`config.mk`:
```
export PLATFORM = sky130hd
export DESIGN_NAME = cswg_cordic_cell
export DESIGN_NICKNAME = d
export VERILOG_FILES = /design/src/rtl/core/cosine_sum_window_generator_top_macros.svh /design/src/rtl/core/cswg_pkg.sv /design/src/rtl/core/cswg_cordic_cell.sv
export SDC_FILE = /design/constraint.sdc
export NUM_CORES = 1
export LEC_CHECK = 0
export ABC_AREA = 1
export ABC_CLOCK_PERIOD_IN_PS = 2850
export BUFFER_PORTS_ARGS = -buffer_cell sky130_fd_sc_hd__buf_2
export CAP_MARGIN = 20
export CORE_MARGIN = 4
export CORE_UTILIZATION = 55
export CTS_BUF_LIST = sky130_fd_sc_hd__clkbuf_8 sky130_fd_sc_hd__clkbuf_16
export CTS_CLUSTER_DIAMETER = 40
export DETAILED_ROUTE_END_ITERATION = 8
export PLACE_DENSITY = 0.87
export SETUP_SLACK_MARGIN = 0.02
export SLEW_MARGIN = 10
export SYNTH_ARGS = -nofsm -noshare
export SYNTH_HDL_FRONTEND = slang
export SYNTH_SLANG_ARGS = --single-unit
export TNS_END_PERCENT = 10
```
`constraint.sdc`:
```
create_clock -name clock -period 2.85 [get_ports clock]
set_clock_uncertainty 0.05 [all_clocks]
set_input_delay 0.1425 -clock clock [delete_from_list [all_inputs] [get_ports clock]]
set_output_delay 0.1425 -clock clock [all_outputs]
set_load 0.02 [all_outputs]
```
`src/rtl/core/cosine_sum_window_generator_top_macros.svh`:
```
// Assertion macros shared by the cosine-sum window generator RTL.
`ifndef COSINE_SUM_WINDOW_GENERATOR_TOP_MACROS_SVH
`define COSINE_SUM_WINDOW_GENERATOR_TOP_MACROS_SVH

// Condition implies property in the same cycle.
`define CSWG_ASSERT_NOW(label, clk, rst, cond, prop) \
   label: assert property (@(posedge clk) disable iff (rst) (cond) |-> (prop)) \
      else $error("cswg: same-cycle check failed");

// Condition implies property in the following cycle.
`define CSWG_ASSERT_NEXT(label, clk, rst, cond, prop) \
   label: assert property (@(posedge clk) disable iff (rst) (cond) |=> (prop)) \
      else $error("cswg: next-cycle check failed");

`endif

```
`src/rtl/core/cswg_pkg.sv`:
```
// Shared constants, widths and tables of the cosine-sum window generator.
package cswg_pkg;

   localparam int LEN_W          = 13;
   localparam int IDX_W          = 12;
   localparam int COEF_W         = 16;
   localparam int OUT_W          = 18;
   localparam int CSR_IDX_W      = 3;
   localparam int CSR_DATA_W     = 16;
   localparam int MAX_LENGTH_DEF = 4096;

   localparam int LANES        = 3;
   localparam int VAL_W        = 15;
   localparam int MAG_W        = VAL_W - 1;
   localparam int MOD_STEPS    = MAG_W;
   localparam int PHASE_W      = 24;
   localparam int PHASE_STEPS  = PHASE_W + 1;
   localparam int PREM_W       = LEN_W + 1;
   localparam int FRAC_W       = PHASE_W - 2;
   localparam int THETA_W      = 31;
   localparam int CORDIC_W     = 33;
   localparam int CORDIC_STEPS = 24;
   localparam int COS_W        = 17;
   localparam int PROD_W       = COEF_W + COS_W;
   localparam int SUM_W        = PROD_W + 2;
   localparam int FRAC_SHIFT   = 15;

   localparam int ST_FIX      = MOD_STEPS + 1;
   localparam int ST_PHASE    = ST_FIX + PHASE_STEPS;
   localparam int ST_THETA    = ST_PHASE + 1;
   localparam int ST_CORDIC   = ST_THETA + CORDIC_STEPS;
   localparam int ST_OUT      = ST_CORDIC + 3;
   localparam int PIPE_DEPTH  = ST_OUT + 1;

   localparam logic [CSR_IDX_W-1:0] REG_WINDOW_LENGTH = 3'd0;
   localparam logic [CSR_IDX_W-1:0] REG_COEF_ZERO     = 3'd1;
   localparam logic [CSR_IDX_W-1:0] REG_COEF_ONE      = 3'd2;
   localparam logic [CSR_IDX_W-1:0] REG_COEF_TWO      = 3'd3;
   localparam logic [CSR_IDX_W-1:0] REG_COEF_THREE    = 3'd4;
   localparam logic [CSR_IDX_W-1:0] REG_CENTRED_MODE  = 3'd5;
   localparam logic [CSR_IDX_W-1:0] REG_PERIODIC_MODE = 3'd6;

   localparam logic [LEN_W-1:0]         RST_WINDOW_LENGTH = 13'd1024;
   localparam logic signed [COEF_W-1:0] RST_COEF_ZERO     = 16'sd11755;
   localparam logic signed [COEF_W-1:0] RST_COEF_ONE      = 16'sd16000;
   localparam logic signed [COEF_W-1:0] RST_COEF_TWO      = 16'sd4630;
   localparam logic signed [COEF_W-1:0] RST_COEF_THREE    = 16'sd383;

   localparam logic [LEN_W-1:0]            LEN_MIN     = 13'd2;
   localparam logic [THETA_W-1:0]          HALF_PI_Q30 = 31'd1686629713;
   localparam logic signed [CORDIC_W-1:0]  GAIN_Q30    = 33'sd652032874;
   localparam logic signed [CORDIC_W-1:0]  COS_HALF    = 33'sd16384;
   localparam logic signed [CORDIC_W-1:0]  COS_MAX     = 33'sd32768;
   localparam logic signed [CORDIC_W-1:0]  COS_MIN     = -33'sd32768;
   localparam logic signed [SUM_W-1:0]     SUM_HALF    = 35'sd16384;
   localparam logic [PHASE_STEPS-1:0]      PHASE_ONE   = 25'h1000000;

   localparam logic [1:0] QUAD_0 = 2'd0;
   localparam logic [1:0] QUAD_1 = 2'd1;
   localparam logic [1:0] QUAD_2 = 2'd2;
   localparam logic [1:0] QUAD_3 = 2'd3;

   function automatic logic signed [CORDIC_W-1:0] atan_q30(input int step);
      logic signed [CORDIC_W-1:0] one;
      one = CORDIC_W'(1);
      case (step)
         0: return 33'sd843314857;
         1: return 33'sd497837829;
         2: return 33'sd263043837;
         3: return 33'sd133525159;
         4: return 33'sd67021687;
         5: return 33'sd33543516;
         6: return 33'sd16775851;
         7: return 33'sd8388437;
         8: return 33'sd4194283;
         9: return 33'sd2097149;
         default: return one <<< (30 - step);
      endcase
   endfunction

endpackage

```
`src/rtl/core/cswg_cordic_cell.sv`:
```
// One rotation step of the cosine CORDIC.
module cswg_cordic_cell #(
   parameter int STEP = 0
) (
   input  logic                                   clock,
   input  logic                                   en,
   input  logic signed [cswg_pkg::CORDIC_W-1:0]   up_x,
   input  logic signed [cswg_pkg::CORDIC_W-1:0]   up_y,
   input  logic signed [cswg_pkg::CORDIC_W-1:0]   up_z,
   output logic signed [cswg_pkg::CORDIC_W-1:0]   x_ff,
   output logic signed [cswg_pkg::CORDIC_W-1:0]   y_ff,
   output logic signed [cswg_pkg::CORDIC_W-1:0]   z_ff
);

   localparam logic signed [cswg_pkg::CORDIC_W-1:0] ANGLE = cswg_pkg::atan_q30(STEP);

   logic signed [cswg_pkg::CORDIC_W-1:0] dx;
   logic signed [cswg_pkg::CORDIC_W-1:0] dy;
   logic signed [cswg_pkg::CORDIC_W-1:0] x_in;
   logic signed [cswg_pkg::CORDIC_W-1:0] y_in;
   logic signed [cswg_pkg::CORDIC_W-1:0] z_in;

   always_comb begin
      dx = up_y >>> STEP;
      dy = up_x >>> STEP;
      if (!up_z[cswg_pkg::CORDIC_W-1]) begin
         x_in = up_x - dx;
         y_in = up_y + dy;
         z_in = up_z - ANGLE;
      end else begin
         x_in = up_x + dx;
         y_in = up_y - dy;
         z_in = up_z + ANGLE;
      end
   end

   always_ff @(posedge clock) begin
      if (en) begin
         x_ff <= x_in;
         y_ff <= y_in;
         z_ff <= z_in;
      end
   end

endmodule

```
==> metrics.md <==
| Metric | Value |
|---|---|
| Status | `finished clean` |
| Yosys reg bits | `98` |
| Vias | `13,700` |
| Crit-path slowest cell | `fa_1` |
| Initial DRC count | `~1,500` |
| Final net count | `2,448` |
| F_max | `approximately 460 MHz` |
| Leakage | `roughly 8 nW` |
| Fin cells | `around 2,500` |
| Placed Area | `13,700 sq um` |
| Largest delay share family, worst path | `simple AND/OR/NAND/NOR gates` |
| Crit Path Max Fanout | `5` |
| PortBufs | `199` |
| Final worst-path cycle share | `a little under 80%` |
| Cells after Synth | `2,027` |
| CTS tree | `done` |
| Setup TNS Final | `0 ps` |
| Die Span Y | `~160 um` |
| Final instance area | `~14,000 sq um` |
| Worst-path clk slew | `80 ps` |
| Layout cells sized above 1 | `a little under an eighth` |
| Maximum number of pins on one net before global-route repair | `67` |
| Register Area | `around 3000 sq um` |
| Die extent in x | `between 150 and 200 um` |
| Setup Viol. Count Final | `0` |
| Fin. max-slew vios | `0` |
| Routability cong. | `about 1.0` |
| Worst endpoint required time | `approximately 2900 ps` |
| CTS root buf | `clkbuf_16` |
| Area contributors post-synth | `edfxtp_1 23%, nand2_1 20%, ha_1 13%` |
| Multi-input logic area | `between 7000 and 8000 sq um` |
| Met3 GRT Util | `around 4.7%` |
| Vias in the first global route | `between 10,000 and 15,000` |
| Yosys top cell area share | `approximately a quarter` |
| Yosys warning count | `0` |
| Cell count after placement | `approximately 2,500` |
| # fillers | `between 2,000 and 2,500` |
| First-pass GRT wire length | `between 60,000 and 70,000 um` |
| CTS Buf Count | `9` |
| Grt met1 use | `between 40 and 50%` |
| Syn avg cell area | `between 6 and 7 sq um` |
| Pre-antenna DRT Iters | `7` |
| Starting density of the core | `~56%` |
| DR WL/cell | `16.7 um` |
| Synth Flop Type | `edfxtp_1` |
| Final Hold Viols | `0` |
| Met2 Use GR | `51.4%` |
| Crit end category | `register` |
| Hold Path Class | `in2reg` |
| Max cap viols | `0` |
| RSZ-0062 raised after global routing | `no` |
| Drt drc | `0` |
| Sequential cell area fraction in the yosys report | `approximately a quarter` |
| Via density | `roughly 5.5` |
| Grt total ovfl | `0` |
| Cell variety after synth | `38` |
| EDFF count, synth | `around 100` |
| Fin Hold WS | `between 50 and 60 ps` |
| Detail Placement HPWL | `35,100 um` |
| Final wirelength | `41,800 um` |
| Cts repair resizes | `0` |
| Die area | `~25,000 sq um` |
| Worst slew pin tran | `807 ps` |
| GRT Total Usage | `roughly a third` |
| Site Rows | `55` |
| Core area | `between 20,000 and 25,000 sq um` |
| Max incr delay on CP | `approximately 500 ps` |
| Mapped cell area | `12,600 sq um` |
| Synth cell count leaders | `680 x nand2_1, 353 x inv_1, 197 x nor2_1` |
| Worst vdd ir | `about 250 uV` |
| CTS Hold Bufs | `0` |
| Worst setup SP type | `input pin` |
| Arr. time, crit path | `2260 ps` |
| Post-CTS Setup Inserts | `0` |
| Mapped Nets | `between 2,000 and 2,500` |
| Area Growth Syn to Fin | `11.8%` |
| Post-DRT Antenna Nets | `0` |
| Initial antenna violation count | `0` |
| H-tree levels | `3` |
| Cells along the critical path | `buf_2 > inv_1 > ha_1 > fa_1 > o21ai_1 > nand2_1 > nand2_1 > nand2_1 > nand2_1 > nand2_1 > nand2_1 > nand2_1 > nand3_1 > nand2_1` |
| WS Path Type | `in2reg` |
| Top Ports | `200` |
| Antenna cell count | `0` |
| GRT busiest layer | `met2` |
| Cell Pwr Density | `~420 nW/um^2` |
| Sink Count | `a little under 100` |
| Fraction of registers with async set or reset after synthesis | `0%` |
| Most common cell in the netlist | `nand2_1` |
| Worst Path Buf+Inv | `2` |
| Period minus WS final | `2190 ps` |
| Slew HR | `between 40% and 50%` |
| Crit path top cell by count | `nand2_1` |
| Synth area leader | `edfxtp_1` |
| Clock Path Buffers | `2` |
logic make-up after synthesis:
kind of cell | after synthesis | synth area share (%)
simple gates | 1104 | 35.9
buf+inv | 400 | 12.9
compound gates | 241 | 10.5
fa+ha+maj | 139 | 14.1
flops | 98 | 23.4
xor+xnor | 44 | 3.07
mux | 1 | 0.0797
registers in the layout (all words and copies together), names as in the netlist:
register  flops
z_ff         33
y_ff         33
x_ff         32
area by class of cell:
class                      count  area share, %
clock buffer                   9           1.60
multi-input combinational   1529           57.0
tap                          285           2.54
timing repair buffer         213           7.86
clock inverter                 7          0.517
inverter                     357           9.54
sequential                    98           21.0
stage by stage:
stage | total power, mW | utilization (%) | setup slack, ps
finish | 5.96 | 62.2 | 655
global route | 6.32 | 62.2 | 428
CTS | 5.92 | 62.2 | 719
detailed placement | 4.63 | 60.9 | 354
global placement | 4.60 | 60.9 | 356
floorplan | 3.76 | - | 461
cell usage in the layout, fill, tap and decap left out, types with 7 or more instances in the layout:
| master | n |
|---|---|
| nand2_1 | 680 |
| inv_1 | 352 |
| buf_2 | 198 |
| nor2_1 | 197 |
| nand3_1 | 164 |
| ha_1 | 135 |
| a21oi_1 | 109 |
| edfxtp_1 | 98 |
| o21ai_0 | 78 |
| xor2_1 | 42 |
| nand4_1 | 18 |
| o21bai_1 | 16 |
| buf_4 | 15 |
| nor3_1 | 11 |
| and2_1 | 9 |
| nand2_2 | 9 |
| clkbuf_16 | 9 |
| o22ai_1 | 8 |
| nor2_2 | 7 |
power by group:
group | switching (mW) | internal, mW
Sequential | 0.0654 | 1.87
Clock | 0.679 | 0.622
Combinational | 1.89 | 0.842
Total | 2.63 | 3.33
routing by layer:
layer | part of all wire (%) | vias to the layer above
met3 | 9.6 | 89
met4 | 3.9 | 0
met2 | 44 | 685
met1 | 43 | 6142
met5 | 0 | -
li1 | - | 6749
worst paths after layout:
path | startpoint | endpoint | slack (ps) | depth (start not counted)
max | up_x[0] | x_ff[24] | 660 | 14
min | up_z[0] | z_ff[0] | 50 | 2
No activity file was read; power rests on OpenSTA's default activity.
