===== config.mk =====
export PLATFORM = sky130hd
export DESIGN_NAME = cswg_div_cell
export DESIGN_NICKNAME = d
export VERILOG_FILES = /design/src/rtl/core/cosine_sum_window_generator_top_macros.svh /design/src/rtl/core/cswg_div_cell.sv
export SDC_FILE = /design/constraint.sdc
export NUM_CORES = 1
export LEC_CHECK = 0
export ABC_AREA = 0
export BUFFER_PORTS_ARGS = -buffer_cell sky130_fd_sc_hd__buf_4
export CAP_MARGIN = 30
export CORE_MARGIN = 2
export CORE_UTILIZATION = 35
export DETAILED_ROUTE_END_ITERATION = 7
export GPL_ROUTABILITY_DRIVEN = 0
export PLACE_DENSITY = 0.65
export SYNTH_ARGS = -nofsm -noshare
export SYNTH_HDL_FRONTEND = slang
export SYNTH_SLANG_ARGS = --single-unit

===== constraint.sdc =====
create_clock -name clock -period 7.75 [get_ports clock]
set_clock_uncertainty 0.15 [all_clocks]
set_input_delay 0 -clock clock [delete_from_list [all_inputs] [get_ports clock]]
set_output_delay 0 -clock clock [all_outputs]
set_load 0.02 [all_outputs]

===== src/rtl/core/cosine_sum_window_generator_top_macros.svh =====
// Assertion macros shared by the cosine-sum window generator RTL.
`ifndef COSINE_SUM_WINDOW_GENERATOR_TOP_MACROS_SVH
`define COSINE_SUM_WINDOW_GENERATOR_TOP_MACROS_SVH

// Condition implies property in the same cycle.
`define CSWG_ASSERT_NOW(label, clk, rst, cond, prop) \
   label: assert property (@(posedge clk) disable iff (rst) (cond) |-> (prop)) \
      else $error("cswg: same-cycle check failed");

// Condition implies property in the following cycle.
`define CSWG_ASSERT_NEXT(label, clk, rst, cond, prop) \
   label: assert property (@(posedge clk) disable iff (rst) (cond) |=> (prop)) \
      else $error("cswg: next-cycle check failed");

`endif


===== src/rtl/core/cswg_div_cell.sv =====
// One restoring-division cell: shifts in one dividend bit and produces one quotient bit.
module cswg_div_cell #(
   parameter int W  = 13,
   parameter int QW = 14
) (
   input  logic          clock,
   input  logic          en,
   input  logic [W-1:0]  up_rem,
   input  logic [QW-1:0] up_acc,
   input  logic [W-1:0]  divisor,
   output logic [W-1:0]  rem_ff,
   output logic [QW-1:0] acc_ff
);

   logic [W:0]    trial;
   logic [W:0]    diff;
   logic          take;
   logic [W-1:0]  rem_in;
   logic [QW-1:0] acc_in;

   always_comb begin
      trial  = {up_rem, up_acc[QW-1]};
      diff   = trial - {1'b0, divisor};
      take   = trial >= {1'b0, divisor};
      rem_in = take ? diff[W-1:0] : trial[W-1:0];
      acc_in = {up_acc[QW-2:0], take};
   end

   always_ff @(posedge clock) begin
      if (en) begin
         rem_ff <= rem_in;
         acc_ff <= acc_in;
      end
   end

endmodule


==> summary.md, run 1 <==
| Metric | Value |
|---|---|
| Number of flops mapped to enable cells by yosys | 27 |
| Signal arrival time at the worst endpoint | 3040 ps |
| Initial cell density of the core | 0.364 |
| Pwr Total | 0.433 mW |
| Slew at the pin with the worst max-slew slack | 412 ps |
| Critical Path End | rem_ff[10] |
| Cell area after synthesis | 1720 um^2 |
| Vias in the first global route | 1428 |
| Pin count of the biggest net entering global routing | 28 |
| Total number of placement rows | 25 |
| Vias per cell | 4.67 |
| Area of the die | 5480 um^2 |
| CTS H-Tree Depth | 1 |
| Area of placed instances | 2300 um^2 |
| Synth-to-Final Area Change | 51.7% |
| Slowest CP cell | sky130_fd_sc_hd__dlygate4sd3_1 |
| Quantity of I/O buffers inserted on ports | 68 |
| Static power due to leakage | 1.16 nW |
| Root buffer cell | sky130_fd_sc_hd__clkbuf_8 |
| Antenna violations before repair | 0 |
| Avg Synthesized Cell Area | 11.8 um^2 |
| Final Hold Viols | 0 |
| Hpwl dp | 3.01 mm |
| Top-level I/O count | 69 |
| Placed cells | 279 |
| Overall track demand over capacity in global routing | 0.149 |
| Cell type with the highest occurrence count on the critical path | sky130_fd_sc_hd__inv_1 |
| Area share of the leading cell type in the synthesized netlist | 0.472 |
| Tcrit/Tclk final | 0.408 |
| Gate count after technology mapping | 145 |
| Global routing usage on met2 | 0.256 |
| Crit path setup slack, layout | 4590 ps |
| Worst Hold Margin | 2.34 ps |
| Total clock buffers created by CTS | 3 |
| Syn_nets | 201 |
| Minimum setup slack after placement | 4850 ps |
| Leading cell type in the layout, fill and taps excluded | sky130_fd_sc_hd__buf_4 |
| Synth unique cells | 41 |
| Leading register cell type out of synthesis | sky130_fd_sc_hd__edfxtp_1 |
| RSZ-0062 raised after global routing | no |
| Antenna diode count | 0 |
| Kind of path behind the tightest hold check | in2reg |
| Slew Limit Fails | 0 |
| Overall die height | 74.1 um |
| CP Launch Point | up_acc[13] |
| Share of the core filled with cells in the final layout | 0.552 |
| Number of inserted filler cells in the final layout | 423 |
| Initial drt markers | 50 |
| Remaining global-route overflow | 0 |
| Cell chain of the critical path | dlygate4sd3_1 > buf_4 > inv_1 > ha_1 > inv_1 > fa_1 > a21oi_1 > o2111ai_2 > a2111oi_2 > or2_1 > inv_6 > mux2_4 |
| Max cap viols | 0 |
| Number of remaining DRC errors | 0 |
| Timing-limited maximum frequency | 0.316 GHz |
| Most area-hungry cell type in the Yosys netlist | sky130_fd_sc_hd__edfxtp_1 |
| Most frequent cells in the layout | sky130_fd_sc_hd__buf_4, sky130_fd_sc_hd__edfxtp_1, sky130_fd_sc_hd__dlygate4sd3_1 |
| Post-layout instance count excluding filler cells | 309 |
| Total power per unit cell area | 166 nW/um^2 |
| Post-synthesis async set-or-reset flop share | 0 |
| Placeable core area | 4720 um^2 |
| Count of TritonRoute iterations in the first routing pass | 5 |
| GR peak layer | met2 |
| Number of clock sinks | 27 |
| Post-route ant nets | 0 |
| Max-slew headroom | 0.724 |
| Setup_tns | 0 ps |
| Final net count | 299 |
| Run status | complete, no violations |
| Routed wire length | 3.92 mm |
| Min Clock Period, post-route | 3160 ps |
| Clock tree from TritonCTS | built |
| Post-cts resize count | 0 |
| Vias after detailed routing | 1443 |
| Maximum vdd drop | 65.9 uV |
| Endpoint class of the critical path | flop |
| Met3 track utilization from global routing | 0.0217 |
| Slowest stage delay, CP | 540 ps |
| Global-route wire length before repair | 6.24 mm |
| CP Max Fanout | 10 |
| Setup CP Type | in2reg |
| Biggest area contributors in the synthesized netlist | sky130_fd_sc_hd__edfxtp_1, sky130_fd_sc_hd__ha_1, sky130_fd_sc_hd__mux2_4 |
| Number of warnings issued by yosys | 0 |
| Proportion of layout cells with a drive suffix above 1 | 0.351 |
| Clock-pin transition on the worst setup and hold timing paths | 90 ps |
| Required time of the critical path | 7630 ps |
| Met1 Usage GRT | 0.180 |
| DIE WIDTH | 74.1 um |
| Startpoint Class | primary input |
| Number of register bits inferred by synthesis | 27 |
| Buffer depth of the longest clock path | 2 |
| Final design instance area without fill | 2610 um^2 |
| Share of synthesized area occupied by flip-flops and latches | 0.472 |
| Setup violation total in the final timing report | 0 |
| Post-detailed-route wirelength per cell | 12.7 um |
Yosys cell counts (2+ instances only):
library cell / instances
sky130_fd_sc_hd__nor3_1: 4
sky130_fd_sc_hd__nor2_1: 5
sky130_fd_sc_hd__ha_1: 13
sky130_fd_sc_hd__a21oi_1: 9
sky130_fd_sc_hd__inv_1: 18
sky130_fd_sc_hd__or3_1: 2
sky130_fd_sc_hd__mux2_4: 8
sky130_fd_sc_hd__nand3_1: 4
sky130_fd_sc_hd__o21ai_0: 5
sky130_fd_sc_hd__a21o_1: 2
sky130_fd_sc_hd__nand2_1: 9
sky130_fd_sc_hd__edfxtp_1: 27
sky130_fd_sc_hd__xor2_1: 4
sky130_fd_sc_hd__nand2b_1: 2
sky130_fd_sc_hd__xnor2_1: 4
sky130_fd_sc_hd__o211ai_1: 3
sky130_fd_sc_hd__o31ai_1: 2
layout make-up:
type                       instances  area, um^2  share of cell area
multi-input combinational         98         820               0.314
sequential                        27         811               0.311
timing repair buffer              94         771               0.296
tap                               67        83.8              0.0322
inverter                          19        76.3              0.0293
clock buffer                       4        45.0              0.0173
registers in the layout (all words and copies together) (netlist names):
| name | cells |
|---|---|
| acc_ff | 14 |
| rem_ff | 13 |
repair_timing:
action	4_1_cts	5_1_grt
hold endpoints to repair	26	0
buffers inserted	0	0
hold buffers	26	0
metal layers:
metal  up-vias  wire length [um]  share of wire
met1       651              1660           0.42
met2        46              1980           0.50
met4         0               126          0.032
li1        734                 -              -
met5         -                 0              0
met3        12               157          0.040
cell families (layout without fill, tap and decap cells):
logic type / count (synthesis) / after routing / share of synthesized area
flops: 27 / 27 / 0.472
mux: 10 / 10 / 0.0823
xor+xnor: 8 / 8 / 0.0408
fa+ha+maj: 14 / 14 / 0.106
compound gates: 32 / 32 / 0.145
simple gates: 34 / 34 / 0.103
buf+inv: 20 / 117 / 0.0510
worst min path at each step:
stage,start,to,slack (ps),depth (start not counted)
after global placement,up_acc[10],acc_ff[11],30,1
after CTS,en,rem_ff[5],20,1
after floorplan,up_acc[9],acc_ff[10],-50,0
final,en,rem_ff[5],2,1
after global routing,en,rem_ff[7],10,1
after detailed placement,up_acc[12],acc_ff[13],30,1
where the power goes:
| group | leakage, nW | internal (mW) | total, mW | switching (mW) |
|---|---|---|---|---|
| combinational | 0.877 | 0.0844 | 0.164 | 0.0798 |
| sequential | 0.264 | 0.183 | 0.188 | 0.00478 |
| clock | 0.0228 | 0.0368 | 0.0805 | 0.0437 |
critical path: cells and delay by family:
kind / cells / cell delay, ps
AO/OA/AOI/OAI: 3 / 950
buffers and inverters: 5 / 900
adder cells (fa/ha/maj): 2 / 550
AND/OR/NAND/NOR: 1 / 330
multiplexers: 1 / 310
No activity file was read; power rests on OpenSTA's default activity.
==> run 2, diff against run 1 <==
Settings changed: ABC_AREA 0 to 1, PLACE_DENSITY 0.65 to 0.63.
Clock period 7.75 ns to 3.21 ns, I/O delays scaled along.
==> summary.md, run 2 <==
| Metric | Value |
|---|---|
| Setup CP Type | in2reg |
| Share of power burned in registers | 0.429 (-0.006) |
| Slew at the pin with the worst max-slew slack | 386 ps (-25.8 ps) |
| Initial drt markers | 65 (+30%) |
| Leading register cell type out of synthesis | sky130_fd_sc_hd__edfxtp_1 |
| RSZ-0062 raised after global routing | no |
| Final net count | 394 (+32%) |
| Min Clock Period, post-route | 2510 ps |
| Most frequent cells in the layout | sky130_fd_sc_hd__nand2_1, sky130_fd_sc_hd__buf_4, sky130_fd_sc_hd__inv_1 |
| Placed cells | 379 (+36%) |
| Root buffer cell | sky130_fd_sc_hd__clkbuf_8 |
| Buffer depth of the longest clock path | 2 (unchanged) |
| Max cap viols | 0 (unchanged) |
| Cell area after synthesis | 2020 um^2 (+18%) |
| Top-count cell post-synth | sky130_fd_sc_hd__nand2_1 |
| Internal Pwr Total | 0.705 mW (+130%) |
| Setup_tns | 0 ps (unchanged) |
| Power spent charging and discharging nets | 0.336 mW (+160%) |
| Post-route ant nets | 0 (unchanged) |
| Global-route wire length before repair | 7.63 mm (+22%) |
| Pwr Total | 1.04 mW (+140%) |
| Kind of path behind the tightest hold check | in2reg |
| Most area-hungry cell type in the Yosys netlist | sky130_fd_sc_hd__edfxtp_1 |
| Post-synthesis async set-or-reset flop share | 0 (unchanged) |
| Required time of the critical path | 3090 ps (-4540 ps) |
| Slew Limit Fails | 0 (unchanged) |
| Number of clock sinks | 27 (unchanged) |
| Number of remaining DRC errors | 0 (unchanged) |
| Max-slew headroom | 0.743 (+0.0184) |
| Total power per unit cell area | 361 nW/um^2 (+120%) |
| Number of register bits inferred by synthesis | 27 (unchanged) |
| Vias in the first global route | 1743 (+22%) |
| Fraction of power spent switching nets | 0.323 (+0.0268) |
| Largest registers in the final layout | acc_ff x14, rem_ff x13 |
| Post-cts resize count | 0 (unchanged) |
| Static power due to leakage | 1.50 nW (+29%) |
| Overall die height | 80.0 um (+8.0%) |
| Share of synthesized area occupied by flip-flops and latches | 0.401 (-0.0707) |
| Total clock buffers created by CTS | 3 (unchanged) |
| Quantity of I/O buffers inserted on ports | 68 (unchanged) |
| Remaining global-route overflow | 0 (unchanged) |
| Gate count after technology mapping | 242 (+67%) |
| Avg Synthesized Cell Area | 8.35 um^2 (-30%) |
| Overall track demand over capacity in global routing | 0.151 (+0.00222) |
| Number of flip-flops under the largest register name | 14 (unchanged) |
| Synth-to-Final Area Change | 42.8% |
| Startpoint Class | primary input |
| DIE WIDTH | 80.0 um (+8.0%) |
| Vias per cell | 4.53 (-3.1%) |
| Endpoint class of the critical path | flop |
| CP Max Fanout | 22 (+12) |
| Top-level I/O count | 69 (unchanged) |
| Clock-pin transition on the worst setup and hold timing paths | 90 ps (about the same) |
| Vias after detailed routing | 1851 (+28%) |
| Area share of the leading cell type in the synthesized netlist | 0.401 (-0.0707) |
| Area of the die | 6400 um^2 (+17%) |
| Proportion of layout cells with a drive suffix above 1 | 0.326 (-0.0248) |
| Signal arrival time at the worst endpoint | 2390 ps (-650 ps) |
| Biggest area contributors in the synthesized netlist | sky130_fd_sc_hd__edfxtp_1, sky130_fd_sc_hd__nand2_1, sky130_fd_sc_hd__inv_1 |
| Crit path setup slack, layout | 699 ps (-3890 ps) |
| Run status | complete, no violations |
| Post CTS Setup Buffer Count | 0 (unchanged) |
| Antenna violations before repair | 0 (unchanged) |
| Clock power share | 0.183 (-0.003) |
| Syn_nets | 298 (+48%) |
| Placeable core area | 5540 um^2 (+17%) |
| Timing-limited maximum frequency | 0.398 GHz |
| Initial cell density of the core | 0.365 (+0.00102) |
| Minimum setup slack after placement | 960 ps (-3890 ps) |
| Setup violation total in the final timing report | 0 (unchanged) |
| Most frequent cells after synthesis | sky130_fd_sc_hd__nand2_1, sky130_fd_sc_hd__inv_1, sky130_fd_sc_hd__edfxtp_1 |
| Final Hold Viols | 0 (unchanged) |
| Number of warnings issued by yosys | 0 (unchanged) |
| Share of the core filled with cells in the final layout | 0.521 (-0.0308) |
| CTS H-Tree Depth | 1 (unchanged) |
| Register name with the most flops | acc_ff |
| Maximum vdd drop | 141 uV (+110%) |
| Synth unique cells | 23 (-44%) |
| Hpwl dp | 3.53 mm (+17%) |
| Number of flops mapped to enable cells by yosys | 27 (unchanged) |
| Clock tree from TritonCTS | built |
| Combinational share of power | 0.388 (+0.009) |
| Tcrit/Tclk final | 0.782 |
| Pin count of the biggest net entering global routing | 28 (unchanged) |
| Post-layout instance count excluding filler cells | 409 (+32%) |
| Total number of placement rows | 27 (+8.0%) |
| Antenna diode count | 0 (unchanged) |
| Routed wire length | 4.66 mm (+19%) |
| Count of TritonRoute iterations in the first routing pass | 4 (-1) |
| Post-detailed-route wirelength per cell | 11.4 um (-10%) |
-- run 2: changes by cell type in the layout (fill, tap and decap cells not counted), sizes merged, moves of 3 or more --
cell,delta
nand2,+72
inv,+37
nand3,+15
nand4,+10
mux2,-9
nor2,+8
a21oi,-4
nor3,-4
xnor2,-4
o211ai,-3
o21ai,+3
or3,-3
-- run 2: final timing paths --
path,end,depth (start not counted),from
worst max-delay path,rem_ff[7],14,up_acc[13]
worst min-delay path,rem_ff[10],1,en
-- run 2: logic make-up after synthesis --
group | after synthesis | synth area share
flip-flops | 27 | 0.401
XOR/XNOR | 5 | 0.0217
adder cells (fa/ha/maj) | 14 | 0.0904
AO/OA/AOI/OAI | 13 | 0.0526
buffers and inverters | 59 | 0.124
AND/OR/NAND/NOR | 124 | 0.310
-- run 2: power groups by stage --
| stage | Combinational [mW] | Clock, mW | Sequential [mW] |
|---|---|---|---|
| 4_1_cts | 0.405 | 0.195 | 0.447 |
| 6_report | 0.404 | 0.190 | 0.447 |
| 2_1_floorplan | 0.195 | 0 | 0.508 |
| 3_3_place_gp | 0.374 | 0 | 0.455 |
| 3_5_place_dp | 0.378 | 0 | 0.455 |
| 5_1_grt | 0.446 | 0.211 | 0.452 |
-- run 2: routing by layer --
metal  global-route usage  vias to the layer above  part of all wire
met5                    0                        -                 0
met4               0.0508                        0             0.013
met3               0.0136                        5             0.051
met2                0.271                       48              0.51
met1                0.190                      844              0.43
li1                     -                      954                 -
-- run 2: timing repair --
action | in CTS | in global routing
setup endpoints to repair | 0 | 0
hold endpoints to repair | 26 | 0
hold buffers | 26 | 0
-- run 2: cell type report --
class,count,area (um^2)
clock buffer,4,45.0
fill,528,2650
inverter,56,210
multi-input combinational,156,960
sequential,27,811
tap,72,90.1
timing repair buffer,94,771
-- run 2: critical path: stages --
cell and delay (ps):
sky130_fd_sc_hd__dlygate4sd3_1 540, sky130_fd_sc_hd__buf_4 130, sky130_fd_sc_hd__inv_1 70, sky130_fd_sc_hd__ha_1 150
sky130_fd_sc_hd__inv_1 70, sky130_fd_sc_hd__fa_1 440, sky130_fd_sc_hd__nand2_1 90, sky130_fd_sc_hd__nand2_1 50
sky130_fd_sc_hd__nand3_1 70, sky130_fd_sc_hd__nand2_2 80, sky130_fd_sc_hd__nand2_4 100, sky130_fd_sc_hd__nand3_4 310
sky130_fd_sc_hd__nand2_1 200, sky130_fd_sc_hd__o21ai_2 70
-- run 2: stage by stage --
| stage | instance area, um^2 | hold slack (ps) |
|---|---|---|
| after global routing | 2890 | 16.2 |
| after global placement | 2580 | 28.5 |
| after floorplan | 2020 | -51.1 |
| after CTS | 2890 | 19.9 |
| final | 2890 | 7.74 |
| after detailed placement | 2580 | 29.2 |
